==> config.mk <==
export PLATFORM = sky130hd
export DESIGN_NAME = plu_cfg
export DESIGN_NICKNAME = d
export VERILOG_FILES = /design/src/rtl/plu_pkg.sv /design/src/rtl/plu_cfg.sv
export SDC_FILE = /design/constraint.sdc
export NUM_CORES = 1
export LEC_CHECK = 0
export BUFFER_PORTS_ARGS = -buffer_cell sky130_fd_sc_hd__buf_2
export CAP_MARGIN = 20
export CORE_ASPECT_RATIO = 1.75
export CORE_UTILIZATION = 45
export CTS_BUF_LIST = sky130_fd_sc_hd__clkbuf_16
export CTS_CLUSTER_SIZE = 40
export DETAILED_ROUTE_END_ITERATION = 7
export PLACE_DENSITY_LB_ADDON = 0.08
export SETUP_SLACK_MARGIN = 0.2
export SLEW_MARGIN = 20
export SYNTH_ARGS = -nofsm -noshare
export SYNTH_HDL_FRONTEND = slang
export SYNTH_SLANG_ARGS = --single-unit
==> constraint.sdc <==
create_clock -name clk -period 2.1 [get_ports clk]
set_input_delay 0.105 -clock clk [delete_from_list [all_inputs] [get_ports clk]]
set_output_delay 0.105 -clock clk [all_outputs]
set_load 0.03 [all_outputs]
==> src/rtl/plu_pkg.sv <==
// ----------------------------------------------------------------------------
// plu_pkg
// Types, constants and helpers shared by the particle leapfrog update block.
// ----------------------------------------------------------------------------
package plu_pkg;

  // Fixed-point format of every vector component.
  localparam int WORD_BITS = 32;
  localparam int FRAC_BITS = 16;

  // Iterative units: two iterations per pipeline stage.
  localparam int SQ_ITERS      = 32;
  localparam int SQ_PER_STAGE  = 2;
  localparam int SQ_STAGES     = SQ_ITERS / SQ_PER_STAGE;
  localparam int DIV_BITS      = 32;
  localparam int DIV_PER_STAGE = 2;
  localparam int DIV_STAGES    = DIV_BITS / DIV_PER_STAGE;

  // Pipeline stage map.
  localparam int S_IN    = 0;                      // input capture, gravity add
  localparam int S_SQ    = 1;                      // squares and limit products
  localparam int S_SUM   = 2;                      // magnitude squared, compare
  localparam int S_ROOT0 = 3;                      // first square root stage
  localparam int S_DIV0  = S_ROOT0 + SQ_STAGES;    // first divider stage
  localparam int S_V1    = S_DIV0 + DIV_STAGES;    // force select, dt*f, k*xsph
  localparam int S_V2    = S_V1 + 1;               // new velocity
  localparam int S_V3    = S_V2 + 1;               // position step, mean
  localparam int S_V4    = S_V3 + 1;               // scaled position step
  localparam int NUM_STAGES = S_V4 + 1;

  // Configuration port.
  localparam int CFG_ADDR_BITS = 5;
  localparam int CFG_DATA_BITS = 32;

  typedef enum logic [2:0] {
    REG_TIME_STEP     = 3'd0,
    REG_GRAVITY_Z     = 3'd1,
    REG_SPEED_LIMIT   = 3'd2,
    REG_XSPH_FACTOR   = 3'd3,
    REG_INV_SIM_SCALE = 3'd4
  } reg_idx_t;

  typedef logic signed [WORD_BITS-1:0] word_t;

  typedef struct packed {
    logic        [16:0] time_step;
    logic signed [24:0] gravity_z;
    logic        [30:0] speed_limit;
    logic        [16:0] xsph_factor;
    logic        [30:0] inv_sim_scale;
  } cfg_t;

  typedef struct packed {
    word_t pos_x;
    word_t pos_y;
    word_t pos_z;
    word_t vel_x;
    word_t vel_y;
    word_t vel_z;
    word_t force_x;
    word_t force_y;
    word_t force_z;
    word_t xsph_x;
    word_t xsph_y;
    word_t xsph_z;
  } in_item_t;

  typedef struct packed {
    word_t new_pos_x;
    word_t new_pos_y;
    word_t new_pos_z;
    word_t new_vel_x;
    word_t new_vel_y;
    word_t new_vel_z;
    word_t mean_vel_x;
    word_t mean_vel_y;
    word_t mean_vel_z;
  } out_item_t;

  // Clamp a wide signed value to the signed word range.
  function automatic word_t sat_word(input logic signed [63:0] v);
    logic signed [63:0] hi;
    logic signed [63:0] lo;
    hi = (64'sd1 <<< (WORD_BITS - 1)) - 64'sd1;
    lo = -hi - 64'sd1;
    if (v > hi) begin
      return hi[WORD_BITS-1:0];
    end else if (v < lo) begin
      return lo[WORD_BITS-1:0];
    end
    return v[WORD_BITS-1:0];
  endfunction

endpackage

==> src/rtl/plu_cfg.sv <==
// ----------------------------------------------------------------------------
// plu_cfg
// APB register file holding the five step parameters.
// ----------------------------------------------------------------------------
module plu_cfg (
  input  logic                               clk,
  input  logic                               rst_n,
  input  logic                               psel,
  input  logic                               penable,
  input  logic                               pwrite,
  input  logic [plu_pkg::CFG_ADDR_BITS-1:0]  paddr,
  input  logic [plu_pkg::CFG_DATA_BITS-1:0]  pwdata,
  output logic [plu_pkg::CFG_DATA_BITS-1:0]  prdata,
  output logic                               pready,
  output plu_pkg::cfg_t                      cfg
);
  import plu_pkg::*;

  logic        [16:0] ts_r;
  logic signed [24:0] gz_r;
  logic        [30:0] sl_r;
  logic        [16:0] xf_r;
  logic        [30:0] iss_r;
  logic               wr_en;
  reg_idx_t           idx;

  assign pready = 1'b1;
  assign idx    = reg_idx_t'(paddr[CFG_ADDR_BITS-1:2]);
  assign wr_en  = psel & penable & pwrite & pready;

  // Register writes; unknown indexes are ignored.
  always_ff @(posedge clk) begin
    if (!rst_n) begin
      ts_r  <= 17'd66;
      gz_r  <= -25'sd642253;
      sl_r  <= 31'd39321600;
      xf_r  <= 17'd6554;
      iss_r <= 31'd65536;
    end else if (wr_en) begin
      case (idx)
        REG_TIME_STEP:     ts_r  <= pwdata[16:0];
        REG_GRAVITY_Z:     gz_r  <= signed'(pwdata[24:0]);
        REG_SPEED_LIMIT:   sl_r  <= pwdata[30:0];
        REG_XSPH_FACTOR:   xf_r  <= pwdata[16:0];
        REG_INV_SIM_SCALE: iss_r <= pwdata[30:0];
        default: ;
      endcase
    end
  end

  // Read back the stored values.
  always_comb begin
    case (idx)
      REG_TIME_STEP:     prdata = {15'd0, ts_r};
      REG_GRAVITY_Z:     prdata = unsigned'(32'(gz_r));
      REG_SPEED_LIMIT:   prdata = {1'b0, sl_r};
      REG_XSPH_FACTOR:   prdata = {15'd0, xf_r};
      REG_INV_SIM_SCALE: prdata = {1'b0, iss_r};
      default:           prdata = '0;
    endcase
  end

  assign cfg.time_step     = ts_r;
  assign cfg.gravity_z     = gz_r;
  assign cfg.speed_limit   = sl_r;
  assign cfg.xsph_factor   = xf_r;
  assign cfg.inv_sim_scale = iss_r;

endmodule

==> results.sh <==
export IMPL_ir_drop_v=0.000564
export IMPL_synth_seq_cells=121
export IMPL_total_power_w=0.00551
export IMPL_fin_nets=833
export IMPL_vias=5174
export IMPL_postCtsSetupRepairBufs=0
export IMPL_htree_levels=4
export IMPL_status="complete, no violations"
export IMPL_crit_chain="and3b_1 -> a21oi_1 -> o2bb2ai_1 -> buf_2"
export IMPL_synth_common_cells="124 x nand2_1, 121 x dfxtp_1, 95 x mux2i_1"
export IMPL_ys_seq_area_frac=0.433
export IMPL_synth_top_family_by_area="multiplexers"
export IMPL_maxCapViolCount=0
export IMPL_drive_above_1_share=0.345
export IMPL_clock_path_buffers=2
export IMPL_clock_latency_ns=0.40
export IMPL_cellLeakagePower_nw=3.31
export IMPL_reg2reg_slack_ns=1.34
export IMPL_drtIter0Drc=246
export IMPL_drt_first_pass_iters=7
export IMPL_synthAdderAreaFrac=0
export IMPL_coreArea_um2=12100
export IMPL_root_buffer="clkbuf_16"
export IMPL_synth_area_um2=5600
export IMPL_fin_hold_ws_ns=0.0191
export IMPL_wl_per_cell_um=17.3
export IMPL_placement_io_buffers=191
export IMPL_fin_crit_sh=0.815
export IMPL_grt_max_degree=50
export IMPL_slowest_delay_ns=0.39
export IMPL_grt_ovfl_total=0
export IMPL_ys_async_sr_fraction=0
export IMPL_first_global_vias=4999
export IMPL_rsz0062_at_grt="false"
export IMPL_syn_area_per_cell_um2=9.44
export IMPL_cp_arrival_ns=1.61
export IMPL_synthTopCellsByArea="dfxtp_1 43%, mux2i_1 17%, nand2_1 8.3%"
export IMPL_avgViaCountPerCell=5.33
export IMPL_slew_violations=0
export IMPL_die_w_um=86.3
export IMPL_setup_viol=0
export IMPL_ant_nets=0
export IMPL_setup_tns_ns=0
export IMPL_drc=0
export IMPL_fmax_mhz=585
export IMPL_io_pin_count=196
export IMPL_hold_class="primary input to register"
export IMPL_synth_compound_gate_area_share=0.154
export IMPL_period_needed_ns=1.71
export IMPL_antenna_found_initial=1
export IMPL_cts_buffers=17
export IMPL_clock_sinks=121
export IMPL_startpoint_type="register"
export IMPL_placed_area_um2=6670
export IMPL_synth_edff_count=0
export IMPL_synth_cell_types=33
export IMPL_finalHoldViolations=0
export IMPL_synthMuxAreaShare=0.204
export IMPL_synth_ff_type="dfxtp_1"
export IMPL_gp_congestion=0.787
export IMPL_area_growth_pct=32.0
export IMPL_core_rowCount=53
export IMPL_slowest_stage="and3b_1"
export IMPL_end_kind="primary output"
export IMPL_yosys_area_top_type="dfxtp_1"
export IMPL_dpl_hpwl_um=11700
export IMPL_criticalPathCategory="register to primary output"
export IMPL_ys_warn_count=0
export IMPL_cts_resized=0
export IMPL_postSynthCellCount=593
export IMPL_clock_skew_ns=0
export IMPL_clk_pin_slew_ns=0.05
export IMPL_start_util=0.464
export IMPL_worstPathRequired_ns=2.00
export IMPL_wirelength_um=16800
export IMPL_die_h_um=150
export IMPL_ctsHoldBuffers=18
export IMPL_synth_xor_area_share=0
export IMPL_grt_pass1_wl_um=26100
export IMPL_grt_usage=0.264
export IMPL_synth_top_cell_area_share=0.433
export IMPL_cts_tree="done"
export IMPL_design_area_um2=7390
export IMPL_dieArea_um2=12900
export IMPL_syn_nets=635
export IMPL_powerDensity_nw_per_um2=746
export IMPL_synthSimpleGateAreaFrac=0.135
export IMPL_path_max_fanout=8
export IMPL_synth_most_common_cell="nand2_1"
-- area by class of cell --
| type | instances | area (µm²) |
|---|---|---|
| fillers | 1093 | 4680 |
| well taps | 165 | 206 |
| clock buffers | 17 | 425 |
| clock inverters | 15 | 114 |
| multi-input cells | 395 | 2780 |
| repair buffers | 235 | 1360 |
| flip-flops and latches | 121 | 2420 |
| diodes | 1 | 2.50 |
| inverters | 21 | 78.8 |
-- worst paths after layout --
check | endpoint | startpoint | depth (start not counted)
max | prdata[24] | gz_r[24] | 4
min | xf_r[7] | pwdata[7] | 3
max reg2reg | gz_r[9] | gz_r[9] | 2
min reg2reg | iss_r[4] | iss_r[4] | 2
-- cells by family after synthesis --
| logic type | after synthesis |
|---|---|
| and+or+nand+nor | 158 |
| AOI/OAI and AO/OA | 124 |
| other | 1 |
| buffers and inverters | 77 |
| muxes | 112 |
| DFF | 121 |
-- routing by layer --
| metal | up-vias | GRT usage | share of wire |
|---|---|---|---|
| met5 | - | 0 | 0 |
| met3 | 31 | 0.0590 | 0.052 |
| li1 | 2494 | - | - |
| met1 | 2479 | 0.297 | 0.40 |
| met2 | 170 | 0.470 | 0.52 |
| met4 | 0 | 0.112 | 0.028 |
-- cells in the final DEF (no fill, tap or decap), types with 2 or more instances in the layout --
cell type	count
buf_2	190
nand2_1	124
dfxtp_1	121
mux2i_1	95
a22oi_1	41
buf_4	25
o21ai_0	24
inv_1	23
dlygate4sd3_1	18
mux2_2	17
o22ai_1	17
clkbuf_16	17
o2bb2ai_1	14
o211ai_1	12
a21oi_1	7
o311ai_0	7
nor2b_1	6
nor3_1	5
nand3b_1	5
clkinv_2	5
clkinvlp_4	4
nand2b_4	3
nor2_2	3
nand3_1	2
o311ai_1	2
clkinv_4	2
buf_12	2
-- power by group --
group          internal (W)  switching (W)  leakage, nW
combinational      0.000191       0.000359         2.07
sequential          0.00232      0.0000164        0.977
clock               0.00160        0.00103        0.264
total               0.00411        0.00140         3.31
-- flip-flops by register name, indices dropped and copies added, names as in the netlist --
name and flops:
xf_r 17, iss_r 31, ts_r 17, sl_r 31, gz_r 25
-- metrics by stage --
step,instances,utilization,setup WS (ns)
2_1_floorplan,593,-,0.526
3_3_place_gp,919,0.552,0.477
3_5_place_dp,919,0.552,0.406
4_1_cts,969,0.612,0.376
5_1_grt,970,0.612,0.274
6_report,970,0.612,0.389
-- worst max-delay path: cells and delay by family (launching register included) --
family / cells / cell delay (ns)
AOI/OAI and AO/OA: 2 / 0.24
and+or+nand+nor: 1 / 0.39
buffers and inverters: 1 / 0.23
DFF: 1 / 0.35
Note: power is estimated with default switching activity, not from simulation.
