### config.mk
export PLATFORM = sky130hd
export DESIGN_NAME = plu_div
export DESIGN_NICKNAME = d
export VERILOG_FILES = /design/src/rtl/plu_pkg.sv /design/src/rtl/plu_div.sv
export SDC_FILE = /design/constraint.sdc
export NUM_CORES = 2
export LEC_CHECK = 0
export ABC_CLOCK_PERIOD_IN_PS = 17800
export BUFFER_PORTS_ARGS = -buffer_cell sky130_fd_sc_hd__buf_2
export CORE_ASPECT_RATIO = 1.25
export CORE_UTILIZATION = 30
export CTS_BUF_LIST = sky130_fd_sc_hd__clkbuf_16
export CTS_CLUSTER_SIZE = 25
export DETAILED_ROUTE_END_ITERATION = 6
export MAX_ROUTING_LAYER = met4
export PLACE_DENSITY = 0.51
export SLEW_MARGIN = 0
export SYNTH_ARGS = -nofsm -noshare
export SYNTH_HDL_FRONTEND = slang
export SYNTH_SLANG_ARGS = --single-unit
### constraint.sdc
create_clock -name clk -period 17.8 [get_ports clk]
set_input_delay 0.89 -clock clk [delete_from_list [all_inputs] [get_ports clk]]
set_output_delay 0.89 -clock clk [all_outputs]
set_load 0.05 [all_outputs]
### src/rtl/plu_pkg.sv
// ----------------------------------------------------------------------------
// plu_pkg
// Types, constants and helpers shared by the particle leapfrog update block.
// ----------------------------------------------------------------------------
package plu_pkg;

  // Fixed-point format of every vector component.
  localparam int WORD_BITS = 32;
  localparam int FRAC_BITS = 16;

  // Iterative units: two iterations per pipeline stage.
  localparam int SQ_ITERS      = 32;
  localparam int SQ_PER_STAGE  = 2;
  localparam int SQ_STAGES     = SQ_ITERS / SQ_PER_STAGE;
  localparam int DIV_BITS      = 32;
  localparam int DIV_PER_STAGE = 2;
  localparam int DIV_STAGES    = DIV_BITS / DIV_PER_STAGE;

  // Pipeline stage map.
  localparam int S_IN    = 0;                      // input capture, gravity add
  localparam int S_SQ    = 1;                      // squares and limit products
  localparam int S_SUM   = 2;                      // magnitude squared, compare
  localparam int S_ROOT0 = 3;                      // first square root stage
  localparam int S_DIV0  = S_ROOT0 + SQ_STAGES;    // first divider stage
  localparam int S_V1    = S_DIV0 + DIV_STAGES;    // force select, dt*f, k*xsph
  localparam int S_V2    = S_V1 + 1;               // new velocity
  localparam int S_V3    = S_V2 + 1;               // position step, mean
  localparam int S_V4    = S_V3 + 1;               // scaled position step
  localparam int NUM_STAGES = S_V4 + 1;

  // Configuration port.
  localparam int CFG_ADDR_BITS = 5;
  localparam int CFG_DATA_BITS = 32;

  typedef enum logic [2:0] {
    REG_TIME_STEP     = 3'd0,
    REG_GRAVITY_Z     = 3'd1,
    REG_SPEED_LIMIT   = 3'd2,
    REG_XSPH_FACTOR   = 3'd3,
    REG_INV_SIM_SCALE = 3'd4
  } reg_idx_t;

  typedef logic signed [WORD_BITS-1:0] word_t;

  typedef struct packed {
    logic        [16:0] time_step;
    logic signed [24:0] gravity_z;
    logic        [30:0] speed_limit;
    logic        [16:0] xsph_factor;
    logic        [30:0] inv_sim_scale;
  } cfg_t;

  typedef struct packed {
    word_t pos_x;
    word_t pos_y;
    word_t pos_z;
    word_t vel_x;
    word_t vel_y;
    word_t vel_z;
    word_t force_x;
    word_t force_y;
    word_t force_z;
    word_t xsph_x;
    word_t xsph_y;
    word_t xsph_z;
  } in_item_t;

  typedef struct packed {
    word_t new_pos_x;
    word_t new_pos_y;
    word_t new_pos_z;
    word_t new_vel_x;
    word_t new_vel_y;
    word_t new_vel_z;
    word_t mean_vel_x;
    word_t mean_vel_y;
    word_t mean_vel_z;
  } out_item_t;

  // Clamp a wide signed value to the signed word range.
  function automatic word_t sat_word(input logic signed [63:0] v);
    logic signed [63:0] hi;
    logic signed [63:0] lo;
    hi = (64'sd1 <<< (WORD_BITS - 1)) - 64'sd1;
    lo = -hi - 64'sd1;
    if (v > hi) begin
      return hi[WORD_BITS-1:0];
    end else if (v < lo) begin
      return lo[WORD_BITS-1:0];
    end
    return v[WORD_BITS-1:0];
  endfunction

endpackage

### src/rtl/plu_div.sv
// ----------------------------------------------------------------------------
// plu_div
// Pipelined restoring divider, 64-bit dividend by 32-bit divisor, two
// quotient bits per stage. The quotient must fit in DIV_BITS bits.
// ----------------------------------------------------------------------------
module plu_div (
  input  logic        clk,
  input  logic        adv,
  input  logic [63:0] num,
  input  logic [31:0] den,
  output logic [31:0] quo
);
  import plu_pkg::*;

  logic [63:0]         rem_r   [DIV_STAGES];
  logic [31:0]         den_r   [DIV_STAGES];
  logic [DIV_BITS-1:0] quo_r   [DIV_STAGES];
  logic [63:0]         rem_nxt [DIV_STAGES];
  logic [DIV_BITS-1:0] quo_nxt [DIV_STAGES];

  // Compare and subtract the shifted divisor, most significant bit first.
  always_comb begin
    logic [63:0]         rm;
    logic [63:0]         dv;
    logic [31:0]         d;
    logic [DIV_BITS-1:0] q;
    int                  bi;
    for (int k = 0; k < DIV_STAGES; k++) begin
      if (k == 0) begin
        rm = num;
        d  = den;
        q  = '0;
      end else begin
        rm = rem_r[k-1];
        d  = den_r[k-1];
        q  = quo_r[k-1];
      end
      for (int j = 0; j < DIV_PER_STAGE; j++) begin
        bi = DIV_BITS - 1 - (k * DIV_PER_STAGE + j);
        dv = 64'(d) << bi;
        if (rm >= dv) begin
          rm    = rm - dv;
          q[bi] = 1'b1;
        end
      end
      rem_nxt[k] = rm;
      quo_nxt[k] = q;
    end
  end

  always_ff @(posedge clk) begin
    if (adv) begin
      for (int k = 0; k < DIV_STAGES; k++) begin
        rem_r[k] <= rem_nxt[k];
        quo_r[k] <= quo_nxt[k];
        if (k == 0) begin
          den_r[k] <= den;
        end else begin
          den_r[k] <= den_r[k-1];
        end
      end
    end
  end

  assign quo = 32'(quo_r[DIV_STAGES-1]);

endmodule

==> impl_results.html <==
<table>
<tr><th>Metric</th><th>Value</th></tr>
<tr><th colspan="2">Clocking</th></tr>
<tr><td>Clk_lat worst skew</td><td>approximately 0.94 ns</td></tr>
<tr><td>Number of clock buffers inserted by TritonCTS</td><td>approximately 200</td></tr>
<tr><td>CTS tree</td><td>built</td></tr>
<tr><td>Number of buffers on the longest clock path</td><td>4</td></tr>
<tr><td>Clock-pin slew on the worst setup and hold paths</td><td>roughly 0.06 ns</td></tr>
<tr><td>Clock sink count</td><td>approximately 1700</td></tr>
<tr><td>Setup Buffers After CTS</td><td>0</td></tr>
<tr><td>Max H-tree Level</td><td>4</td></tr>
<tr><td>Number of hold buffers added after cts</td><td>0</td></tr>
<tr><td>Number of cells upsized or downsized after cts</td><td>0</td></tr>
<tr><td>Clock root buffer master</td><td>clkbuf_16</td></tr>
<tr><th colspan="2">Route</th></tr>
<tr><td>DRC errors left</td><td>0</td></tr>
<tr><td>Routed wire length</td><td>about 430000 um</td></tr>
<tr><td>Count of TritonRoute iterations in the first routing pass</td><td>6</td></tr>
<tr><td>Post-detailed-route wirelength per cell</td><td>about 23 um</td></tr>
<tr><td>Routed vias/inst</td><td>about 5.2</td></tr>
<tr><td>Detailed Route Iter0 Violations</td><td>approximately 5700</td></tr>
<tr><td>Total via count in the routed design</td><td>around 100000</td></tr>
<tr><td>Post-route antenna net violation count</td><td>0</td></tr>
<tr><th colspan="2">Finish</th></tr>
<tr><td>Register cell area after layout</td><td>roughly 51000 sq um</td></tr>
<tr><td>Final #Nets</td><td>around 14000</td></tr>
<tr><td>Area growth from synthesis to final layout</td><td>11.56%</td></tr>
<tr><td>Combined area of the multi-input logic cells</td><td>between 70000 and 80000 sq um</td></tr>
<tr><td>Utilization after layout</td><td>approximately a third</td></tr>
<tr><td>Most common cell after layout, fill and taps aside</td><td>edfxtp_1</td></tr>
<tr><td>Filler Cell Count</td><td>around 43000</td></tr>
<tr><td>Highest-count cells in the layout ignoring fill and taps</td><td>edfxtp_1 (1712), a21oi_1 (1175), nand2_1 (1044)</td></tr>
<tr><td>Post-route standard cell area excluding fillers</td><td>140900 sq um</td></tr>
<tr><td>Ratio of cells with drive above 1 in the final layout</td><td>7.857%</td></tr>
<tr><th colspan="2">Timing</th></tr>
<tr><td>Final Max Slew Viols</td><td>0</td></tr>
<tr><td>Slew at the pin closest to its max-slew limit</td><td>~1.4 ns</td></tr>
<tr><td>Final setup violation count</td><td>0</td></tr>
<tr><td>Final count of hold timing violations</td><td>0</td></tr>
<tr><td>Post-route setup slack</td><td>between 8 and 9 ns</td></tr>
<tr><td>Total negative slack for setup checks</td><td>0 ns</td></tr>
<tr><td>Setup repair after global routing missed its margin</td><td>false</td></tr>
<tr><td>Slew headroom</td><td>roughly 4.5%</td></tr>
<tr><td>Final setup skew</td><td>0.06703 ns</td></tr>
<tr><td>Max Clock Freq</td><td>103.2 MHz</td></tr>
<tr><td>Crit path time final</td><td>approximately 9.7 ns</td></tr>
<tr><td>Fraction of the cycle the final worst path needs</td><td>roughly 54%</td></tr>
<tr><th colspan="2">GRT</th></tr>
<tr><td>Wire length of the first global-routing pass</td><td>between 600000 and 700000 um</td></tr>
<tr><td>Maximum number of pins on one net before global-route repair</td><td>174</td></tr>
<tr><td>Total gr overflow</td><td>0</td></tr>
<tr><td>Tot GR Track Use</td><td>between 20% and 30%</td></tr>
<tr><td>Via count of the first global-routing pass</td><td>~100k</td></tr>
<tr><td>Initial antenna violation count</td><td>10</td></tr>
<tr><th colspan="2">Run status</th></tr>
<tr><td>Run status</td><td>finished, final reports clean</td></tr>
<tr><th colspan="2">Die</th></tr>
<tr><td>Site Rows</td><td>approximately 270</td></tr>
<tr><td>Die extent in x</td><td>582.3 um</td></tr>
<tr><td>Overall die height</td><td>~730 um</td></tr>
<tr><td>Total die area</td><td>roughly 420000 sq um</td></tr>
<tr><td>Core Footprint</td><td>between 400000 and 500000 sq um</td></tr>
<tr><td>Starting utilization of the core area</td><td>30.11%</td></tr>
<tr><td># IOs</td><td>130</td></tr>
<tr><th colspan="2">Critical path</th></tr>
<tr><td>Flop-to-flop setup slack</td><td>a little over 8 ns</td></tr>
<tr><td>CP arrival</td><td>approximately 10 ns</td></tr>
<tr><td>Nature of the critical path endpoint</td><td>flop</td></tr>
<tr><td>CP Launch Type</td><td>flop</td></tr>
<tr><td>Cell with the largest stage delay on the worst path</td><td>o31ai_1</td></tr>
<tr><td>Stage delay of the slowest cell on the critical path</td><td>approximately 1.0 ns</td></tr>
<tr><td>Critical path origin</td><td>rem_r[1][329]$_DFFE_PP_</td></tr>
<tr><td>Depth of the most critical reg-to-reg path</td><td>25</td></tr>
<tr><td>Count of buffer and inverter cells on the critical path</td><td>3</td></tr>
<tr><td>R2R Path Start</td><td>rem_r[1][329]$_DFFE_PP_</td></tr>
<tr><td>Cell with the most instances on the worst path</td><td>o21ai_0</td></tr>
<tr><td>Highest fanout seen on the critical path</td><td>56</td></tr>
<tr><td>Number of cells on the critical path</td><td>25</td></tr>
<tr><td>R2R Path End</td><td>rem_r[1][398]$_DFFE_PP_</td></tr>
<tr><td>Worst setup path endpoint</td><td>rem_r[1][398]$_DFFE_PP_</td></tr>
<tr><td>Critical path class</td><td>flop to flop</td></tr>
<tr><td>Worst path required time</td><td>around 18 ns</td></tr>
<tr><td>Category of cells accounting for the largest share of critical-path delay</td><td>compound AO/OA/AOI/OAI gates</td></tr>
<tr><th colspan="2">Synth</th></tr>
<tr><td>Synth Area per Inst</td><td>9.632 sq um</td></tr>
<tr><td>YS warnings</td><td>0</td></tr>
<tr><td>Part of the Yosys area used for sequential elements</td><td>between 40% and 50%</td></tr>
<tr><td>Synth Instances</td><td>about 13000</td></tr>
<tr><td>Most used flip-flop cell after synthesis</td><td>edfxtp_1</td></tr>
<tr><td>Post-Syn Nets</td><td>approximately 14000</td></tr>
<tr><td>Cell Area, Synth</td><td>roughly 130000 sq um</td></tr>
<tr><td>Number of flops mapped to enable cells by yosys</td><td>~1700</td></tr>
<tr><td>FF+latch count, synth</td><td>around 1700</td></tr>
<tr><td>FFs w/ async S/R, synth</td><td>0%</td></tr>
<tr><td>Number of distinct library cell variants in the gate-level netlist after synthesis</td><td>roughly 110</td></tr>
<tr><th colspan="2">Placed design</th></tr>
<tr><td>Total cell area at the placement stage</td><td>133700 sq um</td></tr>
<tr><td>RD Place Congestion</td><td>0.9619</td></tr>
<tr><td>Count of buffers inserted at the top-level ports</td><td>129</td></tr>
<tr><td>Final HPWL from detailed placement</td><td>356200 um</td></tr>
<tr><td>Worst-case setup slack after placement</td><td>a little over 8 ns</td></tr>
<tr><th colspan="2">Pwr</th></tr>
<tr><td>Leakage</td><td>about 55 nW</td></tr>
<tr><td>Peak supply drop</td><td>0.09772 mV</td></tr>
<tr><td>Total Power Consumption</td><td>32.01 mW</td></tr>
<tr><td>Cell Pwr Density</td><td>about 230 nW/um^2</td></tr>
<tr><th colspan="2">Worst hold path</th></tr>
<tr><td>Type of the most critical hold path</td><td>input pin to flop</td></tr>
<tr><td>WHS Path Cells</td><td>1</td></tr>
<tr><th colspan="2">Job</th></tr>
<tr><td>Max-cap violation count</td><td>0</td></tr>
</table>
==> through the flow <==
step | cells | hold slack, ns
finish | 18920 | 0.1745
global route | 18910 | 0.1211
CTS | 18910 | 0.08677
detailed placement | 18530 | 0.4045
global placement | 18530 | 0.4006
floorplan | 13110 | 0.4003
==> flip-flops by register name, summed over array words and instances, names as in the netlist <==
register,cells
rem_r,960
den_r,480
quo_r,272
==> how the worst min path moves through the flow <==
stage | start | to | slack, ns
2_1_floorplan | quo_r[0][90]$_DFFE_PP_ | quo_r[0][122]$_DFFE_PP_ | 0.40
3_3_place_gp | quo_r[1][63]$_DFFE_PP_ | quo_r[1][95]$_DFFE_PP_ | 0.40
3_5_place_dp | quo_r[1][78]$_DFFE_PP_ | quo_r[1][110]$_DFFE_PP_ | 0.40
4_1_cts | den[31] | den_r[0][31]$_DFFE_PP_ | 0.09
5_1_grt | den[31] | den_r[0][31]$_DFFE_PP_ | 0.12
6_report | den[31] | den_r[0][31]$_DFFE_PP_ | 0.17
==> cell usage after synthesis (245+ instances only) <==
cell type / instances / area (sq um)
a21o_1: 593 / 4452
clkbuf_1: 245 / 919.6
o21ai_0: 792 / 3964
xor2_1: 403 / 3530
edfxtp_1: 1712 / 51410
a21oi_1: 1176 / 5886
ha_1: 1024 / 12810
xnor2_1: 803 / 7033
nor3_1: 253 / 1266
nand3_1: 247 / 1236
nor2_1: 1011 / 3795
mux2_2: 294 / 3311
inv_1: 870 / 3266
nand2_1: 1045 / 3923
nand4_1: 254 / 1589
==> cell families after synthesis <==
group	Yosys count	synth area share, %
XOR/XNOR	1206	8.364
AO/OA/AOI/OAI	3601	17.86
AND/OR/NAND/NOR	4011	15.91
adder cells (fa/ha/maj)	1055	10.64
flip-flops	1712	40.71
multiplexers	328	2.894
buffers and inverters	1198	3.629
==> per-layer routing <==
metal / up-vias / routed length, um / global-route usage [%]
li1: 48900 / - / -
met1: 47380 / 142900 / 17.62
met2: 1787 / 241400 / 40.43
met3: 939 / 10330 / 1.867
met4: 0 / 37040 / 14.36
met5: - / 0 / -
==> cell type report <==
cell class | instances | area share, %
multi-input cells | 10200 | 50.05
flip-flops and latches | 1712 | 36.49
well taps | 5494 | 4.879
clock buffers | 209 | 3.712
inverters | 879 | 2.342
clock inverters | 167 | 1.360
repair buffers | 247 | 1.151
diodes | 6 | 0.01066
==> where the power goes <==
group / switching (mW) / internal (mW)
Clock: 1.83 / 2.68
Sequential: 0.910 / 6.20
Combinational: 11.9 / 8.45
(Power assumes the default switching activity.)
